File: config.mk
export PLATFORM = sky130hd
export DESIGN_NAME = websocket_frame_deframer_unit_flat
export DESIGN_NICKNAME = d
export VERILOG_FILES = /design/src/design/wsfd_pkg.sv /design/src/design/wsfd_in_if.sv /design/src/design/wsfd_out_if.sv /design/src/design/wsfd_parser.sv /design/src/design/websocket_frame_deframer_unit.sv /design/src/flat_wrapper.sv
export SDC_FILE = /design/constraint.sdc
export NUM_CORES = 1
export LEC_CHECK = 0
export ABC_AREA = 1
export BUFFER_PORTS_ARGS = -buffer_cell sky130_fd_sc_hd__buf_2
export CORE_ASPECT_RATIO = 1.75
export CORE_MARGIN = 3
export CORE_UTILIZATION = 30
export CTS_CLUSTER_DIAMETER = 120
export CTS_CLUSTER_SIZE = 8
export DETAILED_ROUTE_END_ITERATION = 8
export SETUP_SLACK_MARGIN = 0.2
export SLEW_MARGIN = 20
export SYNTH_ARGS = -nofsm -noshare
export SYNTH_HDL_FRONTEND = slang
export SYNTH_SLANG_ARGS = --single-unit
File: constraint.sdc
create_clock -name clk -period 9.5 [get_ports clk]
set_input_delay 1.9 -clock clk [delete_from_list [all_inputs] [get_ports clk]]
set_output_delay 1.9 -clock clk [all_outputs]
set_load 0.01 [all_outputs]
File: src/design/wsfd_pkg.sv
package wsfd_pkg;

  // Default width of the extended payload length and of the payload counter.
  localparam int unsigned LENGTH_BITS_DEFAULT = 64;

  // Width of the payload_length result field.
  localparam int unsigned PAYLOAD_LENGTH_W = 64;

  // Base length codes that select an extended length field.
  localparam logic [6:0] BASE_LEN_EXT16 = 7'd126;
  localparam logic [6:0] BASE_LEN_EXT64 = 7'd127;

  // Extended length byte counts and masking key size.
  localparam logic [3:0] EXT16_BYTES = 4'd2;
  localparam logic [3:0] EXT64_BYTES = 4'd8;
  localparam logic [3:0] KEY_BYTES   = 4'd4;
  localparam logic [3:0] BASE_HDR_BYTES = 4'd2;

  // Header positions of the two fixed header bytes.
  localparam logic [3:0] HDR_POS_BYTE0 = 4'd0;
  localparam logic [3:0] HDR_POS_BYTE1 = 4'd1;

  typedef enum logic {
    CMD_DATA  = 1'b0,
    CMD_CLEAR = 1'b1
  } cmd_t;

  typedef enum logic [1:0] {
    CLS_HEADER  = 2'd0,
    CLS_PAYLOAD = 2'd1,
    CLS_CLEARED = 2'd2,
    CLS_DROPPED = 2'd3
  } byte_class_t;

  typedef struct packed {
    logic       cmd;
    logic [7:0] data_in;
  } item_t;

  typedef struct packed {
    logic [1:0]                  byte_class;
    logic [7:0]                  data_out;
    logic                        fin;
    logic [2:0]                  rsv_bits;
    logic [3:0]                  opcode;
    logic                        masked;
    logic [PAYLOAD_LENGTH_W-1:0] payload_length;
    logic                        frame_end;
  } result_t;

endpackage

File: src/design/wsfd_in_if.sv
interface wsfd_in_if;
  logic       valid;
  logic       ready;
  logic       cmd;
  logic [7:0] data_in;

  modport source (output valid, output cmd, output data_in, input ready);
  modport sink   (input valid, input cmd, input data_in, output ready);
endinterface

File: src/design/wsfd_out_if.sv
interface wsfd_out_if;
  logic        valid;
  logic        ready;
  logic [1:0]  byte_class;
  logic [7:0]  data_out;
  logic        fin;
  logic [2:0]  rsv_bits;
  logic [3:0]  opcode;
  logic        masked;
  logic [63:0] payload_length;
  logic        frame_end;

  modport source (output valid, output byte_class, output data_out, output fin,
                  output rsv_bits, output opcode, output masked,
                  output payload_length, output frame_end, input ready);
  modport sink   (input valid, input byte_class, input data_out, input fin,
                  input rsv_bits, input opcode, input masked,
                  input payload_length, input frame_end, output ready);
endinterface

File: src/design/wsfd_parser.sv
module wsfd_parser #(
  parameter int unsigned LENGTH_BITS = wsfd_pkg::LENGTH_BITS_DEFAULT
) (
  input  logic              clk,
  input  logic              rst_n,
  input  logic              step,
  input  wsfd_pkg::item_t   item,
  output wsfd_pkg::result_t result
);

  logic [3:0]             hdr_pos_r,   hdr_pos_nxt;
  logic                   fin_r,       fin_nxt;
  logic [2:0]             rsv_r,       rsv_nxt;
  logic [3:0]             opcode_r,    opcode_nxt;
  logic                   mask_r,      mask_nxt;
  logic [6:0]             base_len_r,  base_len_nxt;
  logic [LENGTH_BITS-1:0] ext_len_r,   ext_len_nxt;
  logic [7:0]             key_r [4];
  logic [7:0]             key_nxt [4];
  logic [LENGTH_BITS-1:0] pay_cnt_r,   pay_cnt_nxt;
  logic                   done_r,      done_nxt;

  logic [3:0]             ext_bytes;
  logic [3:0]             ext_end;
  logic [3:0]             hdr_len;
  logic [3:0]             hdr_pos_inc;
  logic [3:0]             key_pos;
  logic [LENGTH_BITS-1:0] cur_len_nxt;
  logic [LENGTH_BITS-1:0] pay_cnt_inc;
  logic [LENGTH_BITS-1:0] ext_shifted;
  logic [7:0]             b;
  logic [1:0]             cls;
  logic [7:0]             dout;
  logic                   frame_end;

  assign b = item.data_in;

  // Header layout follows from the stored mask flag and base length.
  always_comb begin
    case (base_len_r)
      wsfd_pkg::BASE_LEN_EXT16: ext_bytes = wsfd_pkg::EXT16_BYTES;
      wsfd_pkg::BASE_LEN_EXT64: ext_bytes = wsfd_pkg::EXT64_BYTES;
      default:                  ext_bytes = 4'd0;
    endcase
  end

  assign ext_end     = wsfd_pkg::BASE_HDR_BYTES + ext_bytes;
  assign hdr_len     = ext_end + (mask_r ? wsfd_pkg::KEY_BYTES : 4'd0);
  assign hdr_pos_inc = hdr_pos_r + 4'd1;
  assign key_pos     = hdr_pos_r - ext_end;
  assign pay_cnt_inc = pay_cnt_r + LENGTH_BITS'(1);
  assign ext_shifted = {ext_len_r[LENGTH_BITS-9:0], b};

  always_comb begin
    hdr_pos_nxt  = hdr_pos_r;
    fin_nxt      = fin_r;
    rsv_nxt      = rsv_r;
    opcode_nxt   = opcode_r;
    mask_nxt     = mask_r;
    base_len_nxt = base_len_r;
    ext_len_nxt  = ext_len_r;
    key_nxt      = key_r;
    pay_cnt_nxt  = pay_cnt_r;
    cls          = wsfd_pkg::CLS_HEADER;
    dout         = 8'd0;
    frame_end    = 1'b0;

    if (item.cmd == wsfd_pkg::CMD_CLEAR) begin
      hdr_pos_nxt  = '0;
      fin_nxt      = 1'b0;
      rsv_nxt      = '0;
      opcode_nxt   = '0;
      mask_nxt     = 1'b0;
      base_len_nxt = '0;
      ext_len_nxt  = '0;
      for (int i = 0; i < 4; i++) key_nxt[i] = '0;
      pay_cnt_nxt  = '0;
      cls          = wsfd_pkg::CLS_CLEARED;
    end else if (done_r) begin
      cls = wsfd_pkg::CLS_DROPPED;
    end else if (hdr_pos_r == wsfd_pkg::HDR_POS_BYTE0) begin
      fin_nxt     = b[7];
      rsv_nxt     = b[6:4];
      opcode_nxt  = b[3:0];
      hdr_pos_nxt = wsfd_pkg::HDR_POS_BYTE1;
    end else if (hdr_pos_r == wsfd_pkg::HDR_POS_BYTE1) begin
      mask_nxt     = b[7];
      base_len_nxt = b[6:0];
      hdr_pos_nxt  = wsfd_pkg::BASE_HDR_BYTES;
      // Only an unmasked frame with a zero base length ends here.
      frame_end    = !b[7] && (b[6:0] == 7'd0);
    end else if (hdr_pos_r < hdr_len) begin
      if (hdr_pos_r < ext_end) begin
        ext_len_nxt = ext_shifted;
      end else begin
        key_nxt[key_pos[1:0]] = b;
      end
      hdr_pos_nxt = hdr_pos_inc;
      frame_end   = (hdr_pos_inc == hdr_len) && (cur_len_nxt == '0);
    end else begin
      cls         = wsfd_pkg::CLS_PAYLOAD;
      dout        = mask_r ? (b ^ key_r[pay_cnt_r[1:0]]) : b;
      pay_cnt_nxt = pay_cnt_inc;
      frame_end   = (pay_cnt_inc == cur_len_nxt);
    end
  end

  // Length seen after this byte's update.
  assign cur_len_nxt = (base_len_nxt < wsfd_pkg::BASE_LEN_EXT16)
                       ? LENGTH_BITS'(base_len_nxt) : ext_len_nxt;

  assign done_nxt = (item.cmd == wsfd_pkg::CMD_CLEAR) ? 1'b0 : (done_r | frame_end);

  always_comb begin
    result.byte_class     = cls;
    result.data_out       = dout;
    result.fin            = fin_nxt;
    result.rsv_bits       = rsv_nxt;
    result.opcode         = opcode_nxt;
    result.masked         = mask_nxt;
    result.payload_length = wsfd_pkg::PAYLOAD_LENGTH_W'(cur_len_nxt);
    result.frame_end      = frame_end;
  end

  always_ff @(posedge clk) begin
    if (!rst_n) begin
      hdr_pos_r  <= '0;
      fin_r      <= 1'b0;
      rsv_r      <= '0;
      opcode_r   <= '0;
      mask_r     <= 1'b0;
      base_len_r <= '0;
      ext_len_r  <= '0;
      for (int i = 0; i < 4; i++) key_r[i] <= '0;
      pay_cnt_r  <= '0;
      done_r     <= 1'b0;
    end else if (step) begin
      hdr_pos_r  <= hdr_pos_nxt;
      fin_r      <= fin_nxt;
      rsv_r      <= rsv_nxt;
      opcode_r   <= opcode_nxt;
      mask_r     <= mask_nxt;
      base_len_r <= base_len_nxt;
      ext_len_r  <= ext_len_nxt;
      key_r      <= key_nxt;
      pay_cnt_r  <= pay_cnt_nxt;
      done_r     <= done_nxt;
    end
  end

endmodule

File: src/design/websocket_frame_deframer_unit.sv
// WebSocket frame deframer, one received byte per transaction.
// Input channel in_chan carries cmd and data_in: a data byte is parsed as part
// of the current frame, a clear command restarts the parse from header byte 0.
// Output channel out_chan returns exactly one result per input transaction:
// the class of the byte (header, payload, cleared, dropped after frame end),
// the unmasked payload byte, the stored header fields, the decoded payload
// length and a flag on the byte that completes the frame.
// A transaction accepted at one edge has its result registered and offered
// on out_chan from the next cycle. One byte is taken per cycle while out_chan
// is not stalled; the parser state update is a single pass whose longest
// path is the LENGTH_BITS-wide payload counter increment and length compare.
// The result sits in an output register; a new byte is accepted whenever that
// register is empty or is being emptied in the same cycle, so a stalled
// receiver holds the result stable and back-pressures in_chan after one
// transaction. Reset (synchronous, rst_n low) returns the parser to the start
// of a frame with all stored header fields zero and empties the output.
module websocket_frame_deframer_unit #(
  parameter int unsigned LENGTH_BITS = wsfd_pkg::LENGTH_BITS_DEFAULT
) (
  input  logic       clk,
  input  logic       rst_n,
  wsfd_in_if.sink    in_chan,
  wsfd_out_if.source out_chan
);

  logic              in_accept;
  logic              out_valid_r, out_valid_nxt;
  wsfd_pkg::item_t   item;
  wsfd_pkg::result_t result;
  wsfd_pkg::result_t result_r;

  // The output register frees up when it is empty or its result is taken now.
  assign in_chan.ready = !out_valid_r || out_chan.ready;
  assign in_accept     = in_chan.valid && in_chan.ready;

  assign item.cmd     = in_chan.cmd;
  assign item.data_in = in_chan.data_in;

  // Parser holds the frame state and works out the result of this byte.
  wsfd_parser #(
    .LENGTH_BITS (LENGTH_BITS)
  ) u_parser (
    .clk    (clk),
    .rst_n  (rst_n),
    .step   (in_accept),
    .item   (item),
    .result (result)
  );

  always_comb begin
    if (in_accept) begin
      out_valid_nxt = 1'b1;
    end else if (out_chan.ready) begin
      out_valid_nxt = 1'b0;
    end else begin
      out_valid_nxt = out_valid_r;
    end
  end

  always_ff @(posedge clk) begin
    if (!rst_n) begin
      out_valid_r <= 1'b0;
    end else begin
      out_valid_r <= out_valid_nxt;
    end
  end

  // Result payload needs no reset: it is only looked at while valid is high.
  always_ff @(posedge clk) begin
    if (in_accept) begin
      result_r <= result;
    end
  end

  assign out_chan.valid          = out_valid_r;
  assign out_chan.byte_class     = result_r.byte_class;
  assign out_chan.data_out       = result_r.data_out;
  assign out_chan.fin            = result_r.fin;
  assign out_chan.rsv_bits       = result_r.rsv_bits;
  assign out_chan.opcode         = result_r.opcode;
  assign out_chan.masked         = result_r.masked;
  assign out_chan.payload_length = result_r.payload_length;
  assign out_chan.frame_end      = result_r.frame_end;

endmodule

File: src/flat_wrapper.sv
// flat-port wrapper written by rule: the top's interface ports become plain ports
module websocket_frame_deframer_unit_flat 
#(
  parameter int unsigned LENGTH_BITS = wsfd_pkg::LENGTH_BITS_DEFAULT
)
  (clk, rst_n, in_chan_valid, in_chan_cmd, in_chan_data_in, in_chan_ready, out_chan_valid, out_chan_byte_class, out_chan_data_out, out_chan_fin, out_chan_rsv_bits, out_chan_opcode, out_chan_masked, out_chan_payload_length, out_chan_frame_end, out_chan_ready);
  wsfd_in_if in_chan_i ();
  wsfd_out_if out_chan_i ();
  input  logic clk;
  input  logic rst_n;
  input wire logic [$bits(in_chan_i.valid)-1:0] in_chan_valid;
  input wire logic [$bits(in_chan_i.cmd)-1:0] in_chan_cmd;
  input wire logic [$bits(in_chan_i.data_in)-1:0] in_chan_data_in;
  output wire logic [$bits(in_chan_i.ready)-1:0] in_chan_ready;
  output wire logic [$bits(out_chan_i.valid)-1:0] out_chan_valid;
  output wire logic [$bits(out_chan_i.byte_class)-1:0] out_chan_byte_class;
  output wire logic [$bits(out_chan_i.data_out)-1:0] out_chan_data_out;
  output wire logic [$bits(out_chan_i.fin)-1:0] out_chan_fin;
  output wire logic [$bits(out_chan_i.rsv_bits)-1:0] out_chan_rsv_bits;
  output wire logic [$bits(out_chan_i.opcode)-1:0] out_chan_opcode;
  output wire logic [$bits(out_chan_i.masked)-1:0] out_chan_masked;
  output wire logic [$bits(out_chan_i.payload_length)-1:0] out_chan_payload_length;
  output wire logic [$bits(out_chan_i.frame_end)-1:0] out_chan_frame_end;
  input wire logic [$bits(out_chan_i.ready)-1:0] out_chan_ready;
  assign in_chan_i.valid = in_chan_valid;
  assign in_chan_i.cmd = in_chan_cmd;
  assign in_chan_i.data_in = in_chan_data_in;
  assign in_chan_ready = in_chan_i.ready;
  assign out_chan_valid = out_chan_i.valid;
  assign out_chan_byte_class = out_chan_i.byte_class;
  assign out_chan_data_out = out_chan_i.data_out;
  assign out_chan_fin = out_chan_i.fin;
  assign out_chan_rsv_bits = out_chan_i.rsv_bits;
  assign out_chan_opcode = out_chan_i.opcode;
  assign out_chan_masked = out_chan_i.masked;
  assign out_chan_payload_length = out_chan_i.payload_length;
  assign out_chan_frame_end = out_chan_i.frame_end;
  assign out_chan_i.ready = out_chan_ready;
  websocket_frame_deframer_unit #(.LENGTH_BITS(LENGTH_BITS)) u_core (.clk(clk), .rst_n(rst_n), .in_chan(in_chan_i), .out_chan(out_chan_i));
endmodule
Yosys cells after proc, flatten, opt, wreduce, memory -nomap -nowiden
Cells that the tools add are included.

storage, ports and cells
  bits in registers = 266
  input bits = 13
  word-level logic and storage cells = 127

operators by class
  $lt $le $gt $ge = 6
  eq/ne operators = 10
  muxes and demuxes = 61
  $add $sub $neg = 5
  reduce and logical (&&, ||, !) cells = 18
  bitwise operators = 4

operator list
  cell                     count
  $mux W64                 12
  $mux W32                 6
  $add A64 B1 Y64 const B  1
  $eq A64 B64 Y1           1
  $logic_not A64 Y1        1
  $bwmux W32               1
  $mux W4                  8
  $mux W8                  4
  $mux W7                  4
  $mux W1                  19
  $bmux W8 S2              1
  $demux W8 S2             1
  $eq A7 B7 Y1 const B     2
  $mux W3                  4
  $ne A2 B2 Y1 const B     5
  $lt A4 B4 Y1             2
  $pmux W4 S2              1
  $xor A8 B8 Y8            1
  $logic_not A7 Y1         1
  $lt A7 B7 Y1 const B     1
  $ge A3 B3 Y1 const B     2
  $not A2 Y3               2
  $reduce_and A6 Y1        1
  $reduce_and A5 Y1        1
  other kinds (17)         22

Logic depth before layout (Yosys ltp)
Gate-level depths: netlist (run 1).

  depth in word-level cells = 20
  depth in mapped cells = 28

Hierarchy
From an unflattened synthesis (run 1), not the netlist that was laid out.

second synthesis, totals
  cells, all modules = 2220
  area, all modules = 14999.4 µm²

by module, submodules not included
  module                         sequential area each (µm²)  times used  area each (µm²)  cells each
  wsfd_parser                    3623.5                      1           12425.7          2129
  websocket_frame_deframer_unit  2542.4                      1           2573.7           91

Worst setup path before layout (run 1)
No wires, ideal clock.

  path kind = input -> register
  from = input out_chan_ready
  to = register u_core.result_r (netlist bit u_core.out_chan.byte_class[0]), enable pin
  arrival = 5.087 ns
  data required time = 9.019 ns
  path slack = 3.932 ns
  stages on the path = 6
  path through = inv_1 -> nand2_1 -> nand2_1 -> inv_1 -> clkbuf_1 -> clkbuf_1

between the ends
  longest elaborated chain between the ends = 2

ends and longest elaborated chain
  item                  RTL line                             RTL
  start, declared       flat_wrapper.sv:24                   input wire logic [$bits(out_chan_i.ready)-1:0] out_chan_ready;
  $logic_or A1 B1 Y1    websocket_frame_deframer_unit.sv:33  assign in_chan.ready = !out_valid_r || out_chan.ready;
  net in_chan_ready     flat_wrapper.sv:14                   output wire logic [$bits(in_chan_i.ready)-1:0] in_chan_ready;
  $logic_and A1 B1 Y1   websocket_frame_deframer_unit.sv:34  assign in_accept = in_chan.valid && in_chan.ready;
  net u_core.in_accept  websocket_frame_deframer_unit.sv:26  logic in_accept;
  end signal, assigned  websocket_frame_deframer_unit.sv:71  result_r <= result;
  end, declared         websocket_frame_deframer_unit.sv:30  wsfd_pkg::result_t result_r;

The timed path passes the listed nets, and every way through them passes these cells.
A chain may end at the register's enable or synchronous reset.

==> impl_results.md, run 1 <==
* Reg clk slew, reported paths at 0.05 ns
* Post-synthesis adder-cell area fraction at 0.00825
* Final core utilization at 0.348
* Worst setup path category: register to register
* WL/cell at 20.2 µm
* TritonCTS clock tree: done
* Commonest cells post-synth: nand2_1, nor2_1, inv_1
* Unrepaired setup endpoints after global routing: false
* DR top layer: met4
* Post-CTS setup buffer count at 0
* Pwr/cell area at 175 mW/mm²
* Syn. warnings at 0
* EDFF count, synth at 84
* Layout area overhead at 14.3%
* Tightest Pin Transition at 1.08 ns
* DP Worst Slack at 3.08 ns
* Row cnt at 108
* Largest family of logic cells by synthesized area: simple AND/OR/NAND/NOR gates
* GR Util All Layers at 0.226
* Min cycle time layout at 5.95 ns
* Register area share after synthesis at 0.407
* Synth Register Bits at 266
* Wire length on met1 at 20,500 µm
* Hold Path Class: register to register
* Wire length of the first global-routing pass at 91,700 µm
* Yosys top cell area share at 0.240
* Nets at 2,380
* HPWL Detailed at 45,800 µm
* Worst EP arrival at 6.36 ns
* Synth Area in Compound Gates at 0.115
* Cells after Synth at 2,299
* Worst vdd ir at 0.123 mV
* Xor and xnor fraction of the mapped netlist area at 0.0329
* Final ANT Viol Nets at 0
* FF-to-FF setup slack at 3.55 ns
* Element type at the critical path end: register
* Synth unique cells at 36
* Vias per Instance at 5.11
* FF-to-FF path depth at 25
* CP max FO at 66
* Hold_ws at 0.463 ns
* Startpoint types: register
* RePlAce Congestion at 1.04
* Setup tns final at 0 ns
* Share of cells above drive strength 1 at 0.0826
* Peak Freq at 168 MHz
* Count leader, synth: nand2_1
* Post-synthesis mux area share at 0
* Outcome: complete, no violations
* Drt first pass iters at 6
* Leakage power at 7.21 nW
* Setup WS post-layout at 3.55 ns
* Ys async rst share at 0
* Finished Layout Cells at 3,045
* Data required, critical path at 9.91 ns
* Cell taking the most area after synthesis: dfxtp_1
* Main synth FF type: dfxtp_1
* Clock buffer depth at 3
* Residual DRC at 0
* PortBufs at 98
* Initial antenna violation count at 0
* Hold_buf cts at 0
* Vias in the first global route at 15,100
* Total congestion overflow at 0
* Hold Vio Cnt, Final at 0
* Placed Instances at 2,975
* Core Area at 0.0499 mm²
* Num Clock Sinks at 266
* Simple-Gate Fraction of Synth Area at 0.350
* Reg2reg end: u_core.out_chan.frame_end
* Final Max Slew Viols at 0
* Worst reg2reg startpoint: u_core.u_parser.base_len_r[5]
* Crit share post-route at 0.626
* Die Y at 303 µm
* PostCTS Resize Cnt at 0
* Starting Density at 0.304
* Synth Area per Inst at 6.60 µm²
* Met3 wire len at 2890 µm
* Number of setup violations in the final report at 0
* Depth of the CTS H-tree at 2
* I/O Pins at 99
* Cell area after synthesis at 0.0152 mm²
* Clk Latency, worst-skew pair at 0.55 ns
* Syn nets at 2,322
* WL met2 at 32,300 µm
* Die Area at 0.0534 mm²
* Initial DRC count at 1,260
* Largest net degree at the start of global routing at 94
* Routed WL at 61,500 µm
* Inserted Diodes at 0
* Hold Path Sink: u_core.u_parser.key_r[16]
* Synth area leaders: dfxtp_1, nand2_1, edfxtp_1
* Hold path start: u_core.u_parser.key_r[16]
* Worst-case headroom to the max-slew limit at 0.283
* Hold path cells at 2
* Vias at 15,600
* Worst clock skew at 0.0151 ns
* Max cap viols at 0
* Clk root buf: clkbuf_16
* Fill cells at 5,413
* Cts bufs inserted at 39
* Die W at 176 µm
## cells by family (layout without fill, tap and decap cells)
family | after synthesis | after routing
xor gates and xnor gates | 57 | 57
adders and majority gates | 10 | 10
DFF | 266 | 266
AOI/OAI and AO/OA | 337 | 337
buffers and inverters | 334 | 420
and+or+nand+nor | 1295 | 1295
## layout by cell type, fill, tap and decap left out, types with 4 or more instances in the layout
cell,instances
a21oi_1,195
buf_2,98
buf_4,13
clkbuf_1,26
clkbuf_16,39
dfxtp_1,182
edfxtp_1,84
ha_1,10
inv_1,231
inv_2,4
nand2_1,728
nand2_2,4
nand3_1,105
nand3_2,11
nand3b_1,6
nand4_1,45
nor2_1,362
nor3_1,14
o211ai_1,10
o21ai_0,109
o21ai_1,6
o21bai_1,4
o22ai_1,9
or2_2,10
xnor2_1,22
xor2_1,35
## layout make-up
class                      instances  area (µm²)  area share
timing repair buffer             112         616      0.0355
sequential                       266        6170       0.356
clock inverter                     4        57.6     0.00332
multi-input combinational       1699        7690       0.444
clock buffer                      65        1070      0.0619
inverter                         239         905      0.0522
tap                              660         826      0.0476
## critical path, cell delays in order (launching register included)
cell and delay, ns:
dfxtp_1 0.34, nand2_1 0.09, nor3_1 0.23, nand2_1 0.08
nor2_1 0.30, ha_1 0.24, xor2_1 0.37, ha_1 0.34
a21oi_1 0.23, nand3_1 0.21, nor2_4 0.72, buf_4 0.67
nor2_1 0.09, nor2_1 0.35, nand3_1 0.22, nand2_1 0.13
nand2_1 0.07, nor2_1 0.10, nand2_1 0.07, nor2_1 0.32
nand3_1 0.18, nor2_1 0.11, nand2_1 0.07, nand2_1 0.09
nand2_1 0.07, inv_1 0.06
## state kept, by name, indices dropped and copies added (netlist names), 7 cells and up
name and cells:
u_core.out_chan.payload_length 64, u_core.u_parser.ext_len_r 64, u_core.u_parser.pay_cnt_r 64, u_core.u_parser.key_r 32, u_core.out_chan.data_out 8, u_core.u_parser.base_len_r 7
## worst max path at each step
stage                                   from                       endpoint  slack (ns)  depth (start not counted)
6_report       u_core.u_parser.base_len_r[5]      u_core.out_chan.frame_end        3.55                         25
2_1_floorplan                 out_chan_ready  u_core.out_chan.byte_class[0]        3.93                          6
4_1_cts                          in_chan_cmd      u_core.out_chan.frame_end        3.66                         16
5_1_grt        u_core.u_parser.base_len_r[5]         u_core.u_parser.done_r        3.20                         25
3_3_place_gp                     in_chan_cmd         u_core.u_parser.done_r        3.11                         16
3_5_place_dp                     in_chan_cmd         u_core.u_parser.done_r        3.08                         16
## routing by layer
layer | GRT usage | up-vias
li1 | - | 7455
met1 | 0.220 | 7341
met2 | 0.426 | 587
met3 | 0.0272 | 188
met4 | 0.181 | 0
met5 | 0 | -
## stage by stage
step                      area, µm²  power, mW
after floorplan               15200       1.57
after global placement        16200       1.72
after detailed placement      16200       1.73
after CTS                     17300       3.06
after global routing          17300       3.16
final                         17300       3.04
## report_power, final
part	internal [mW]	switching (mW)	total, mW	leakage (nW)
registers	1.23	0.0328	1.26	2.33
logic	0.115	0.337	0.452	4.34
clock network	0.774	0.552	1.33	0.540
(Power assumes the default switching activity.)
==> run 2, diff against run 1 <==
--- a/config.mk
+++ b/config.mk
@@ -5,7 +5,7 @@
 export SDC_FILE = /design/constraint.sdc
 export NUM_CORES = 1
 export LEC_CHECK = 0
-export ABC_AREA = 1
+export ABC_AREA = 0
 export BUFFER_PORTS_ARGS = -buffer_cell sky130_fd_sc_hd__buf_2
 export CORE_ASPECT_RATIO = 1.75
 export CORE_MARGIN = 3
==> constraint.sdc (replaced) <==
create_clock -name clk -period 5.25 [get_ports clk]
set_input_delay 1.05 -clock clk [delete_from_list [all_inputs] [get_ports clk]]
set_output_delay 1.05 -clock clk [all_outputs]
set_load 0.01 [all_outputs]
==> run 2 against run 1 <==
Net effect:
- via count down 5.3%
- final cell count decreased by 18%
- non-clock buffer count is 54 higher
- register-to-register slack worse by 3.3 ns
- final area decreased by 0.21%
- area after synthesis decreased by 2.3%
- worst hold slack worse by 0.0049 ns
- first-iteration DRC count rose by 8.0%
==> impl_results.md, run 2 <==
* Nets at 1,842
* Max cap viols at 0
* Setup tns final at 0 ns
* Worst setup path category: register to register
* Most common cell after layout, fill and taps aside: nor2_1
* Synth Register Bits at 266
* PortBufs at 98
* Vias at 14,700
* Count leader, synth: nor2_1
* Vias in the first global route at 14,200
* Starting Density at 0.304
* Main synth FF type: dfxtp_1
* Worst-path cell chain: inv_1 > ha_1 > or4b_1 > nor4_4 > o21ai_4 > buf_12 > a21oi_1 > o32ai_1 > nor4_1 > nand4_1 > nor4_1 > nand3_1 > a21oi_1
* Worst path slowest cell: or4b_1
* I/O Pins at 99
* Die Y at 300 µm
* DP Area at 0.0162 mm²
* Synth area leaders: dfxtp_1, edfxtp_1, nor2_1
* Fill cells at 5,047
* WL/cell at 24.1 µm
* Core Area at 0.0487 mm²
* Worst EP arrival at 5.40 ns
* Hold path start: u_core.u_parser.opcode_r[1]
* Syn. warnings at 0
* Worst reg2reg startpoint: u_core.u_parser.hdr_pos_r[0]
* Data required, critical path at 5.65 ns
* Tightest Pin Transition at 1.10 ns
* Worst-case headroom to the max-slew limit at 0.264
* Number of setup violations in the final report at 0
* Residual DRC at 0
* Synth Area per Inst at 8.43 µm²
* Routed WL at 60,100 µm
* Worst clock skew at 0.0296 ns
* Reg clk slew, reported paths at 0.06 ns
* Worst setup endpoint: u_core.out_chan.frame_end
* Register area share after synthesis at 0.416
* Die Area at 0.0522 mm²
* Reg2reg end: u_core.out_chan.frame_end
* FF-to-FF setup slack at 0.25 ns
* Row cnt at 107
* Commonest cells post-synth: nor2_1, dfxtp_1, a21oi_1
* Peak Freq at 200 MHz
* Placed Instances at 2,432
* Vias per Instance at 5.91
* Hold Path Class: register to register
* Clk Latency, worst-skew pair at 0.56 ns
* Share of cells above drive strength 1 at 0.131
* Wire length of the first global-routing pass at 89,100 µm
* Cts bufs inserted at 39
* Hold Vio Cnt, Final at 0
* Cell area after synthesis at 0.0148 mm²
* PostCTS Resize Cnt at 1
* Final ANT Viol Nets at 0
* Most frequent cells in the layout: nor2_1, dfxtp_1, a21oi_1
* Initial antenna violation count at 1
* Final Max Slew Viols at 0
* Crit share post-route at 0.953
* Element type at the critical path end: register
* Post-CTS setup buffer count at 0
* Syn nets at 1,780
* Finished Layout Cells at 2,494
* Leakage power at 5.81 nW
* Clk root buf: clkbuf_16
* Initial DRC count at 1,361
* Depth of the CTS H-tree at 2
* Post-route cell area at 0.0173 mm²
* Min cycle time layout at 5.00 ns
* HPWL Detailed at 43,100 µm
* TritonCTS clock tree: done
* Total congestion overflow at 0
* Synth unique cells at 70
* Startpoint types: register
* Final core utilization at 0.355
* Unrepaired setup endpoints after global routing: false
* Cell taking the most area after synthesis: dfxtp_1
* Yosys top cell area share at 0.246
* Ys async rst share at 0
* Clock buffer depth at 3
* Drt first pass iters at 6
* Hold_buf cts at 0
* CP max FO at 42
* EDFF count, synth at 84
* FF-to-FF path depth at 13
* Outcome: complete, no violations
* Worst Setup SP: u_core.u_parser.hdr_pos_r[0]
* Worst vdd ir at 0.253 mV
* Largest net degree at the start of global routing at 105
* Layout area overhead at 16.7%
* Pwr/cell area at 284 mW/mm²
* GR Util All Layers at 0.221
* RePlAce Congestion at 1.03
* Num Clock Sinks at 266
* Hold_ws at 0.458 ns
* Cells after Synth at 1,757
* Die W at 174 µm
* Largest stage delay, worst path at 0.68 ns
run 2: changes by cell type after synthesis, moves of 48 or more:
cell	change
a21oi_1	-48
a22oi_1	+103
clkbuf_1	+73
inv_1	-203
nand2_1	-597
nand3_1	-61
nor2_1	-117
run 2: kinds of logic after synthesis:
logic type,count (synthesis),share of synthesized area
compound gates,463,0.199
xor+xnor,102,0.0669
fa+ha+maj,10,0.00844
buf+inv,175,0.0453
flops,266,0.416
mux,32,0.0286
simple gates,709,0.236
run 2: metal layers:
metal / global-route usage / vias to the layer above / share of wire
met5: 0 / - / 0
met4: 0.170 / 0 / 0.093
met3: 0.0263 / 235 / 0.055
met2: 0.393 / 696 / 0.50
met1: 0.236 / 7185 / 0.35
li1: - / 6630 / -
run 2: worst min path at each step:
stage | end | cells past startpoint
after floorplan | u_core.u_parser.fin_r | 2
after global placement | u_core.u_parser.rsv_r[1] | 2
after detailed placement | u_core.u_parser.opcode_r[1] | 2
after CTS | u_core.u_parser.opcode_r[1] | 2
after global routing | u_core.u_parser.opcode_r[1] | 2
final | u_core.u_parser.opcode_r[1] | 2
run 2: through the flow:
step / power (mW) / worst slack, ns
floorplan: 2.45 / 0.812
global placement: 2.60 / 0.175
detailed placement: 2.60 / 0.174
CTS: 4.94 / 0.413
global route: 5.06 / 0.206
finish: 4.90 / 0.248
run 2: power by group:
group	total [mW]	internal, mW	switching (mW)	leakage, nW
registers	2.18	2.16	0.0196	2.32
clock network	2.34	1.38	0.960	0.530
logic	0.385	0.102	0.283	2.97
run 2: layout make-up:
cell class	instances	area (µm²)	area share
antenna	1	2.50	0.000145
clock buffer	57	1040	0.0603
clock inverter	4	57.6	0.00333
inverter	30	120	0.00695
multi-input combinational	1316	8070	0.466
sequential	266	6170	0.357
tap	654	818	0.0473
timing repair buffer	166	1020	0.0590
run 2: worst max-delay path, delay by kind of cell, from the launching register on:
family                   cells  cell delay [ns]
buffers and inverters        2             0.47
AND/OR/NAND/NOR              6             2.36
flip-flops                   1             0.51
AO/OA/AOI/OAI                4             1.22
adder cells (fa/ha/maj)      1             0.29
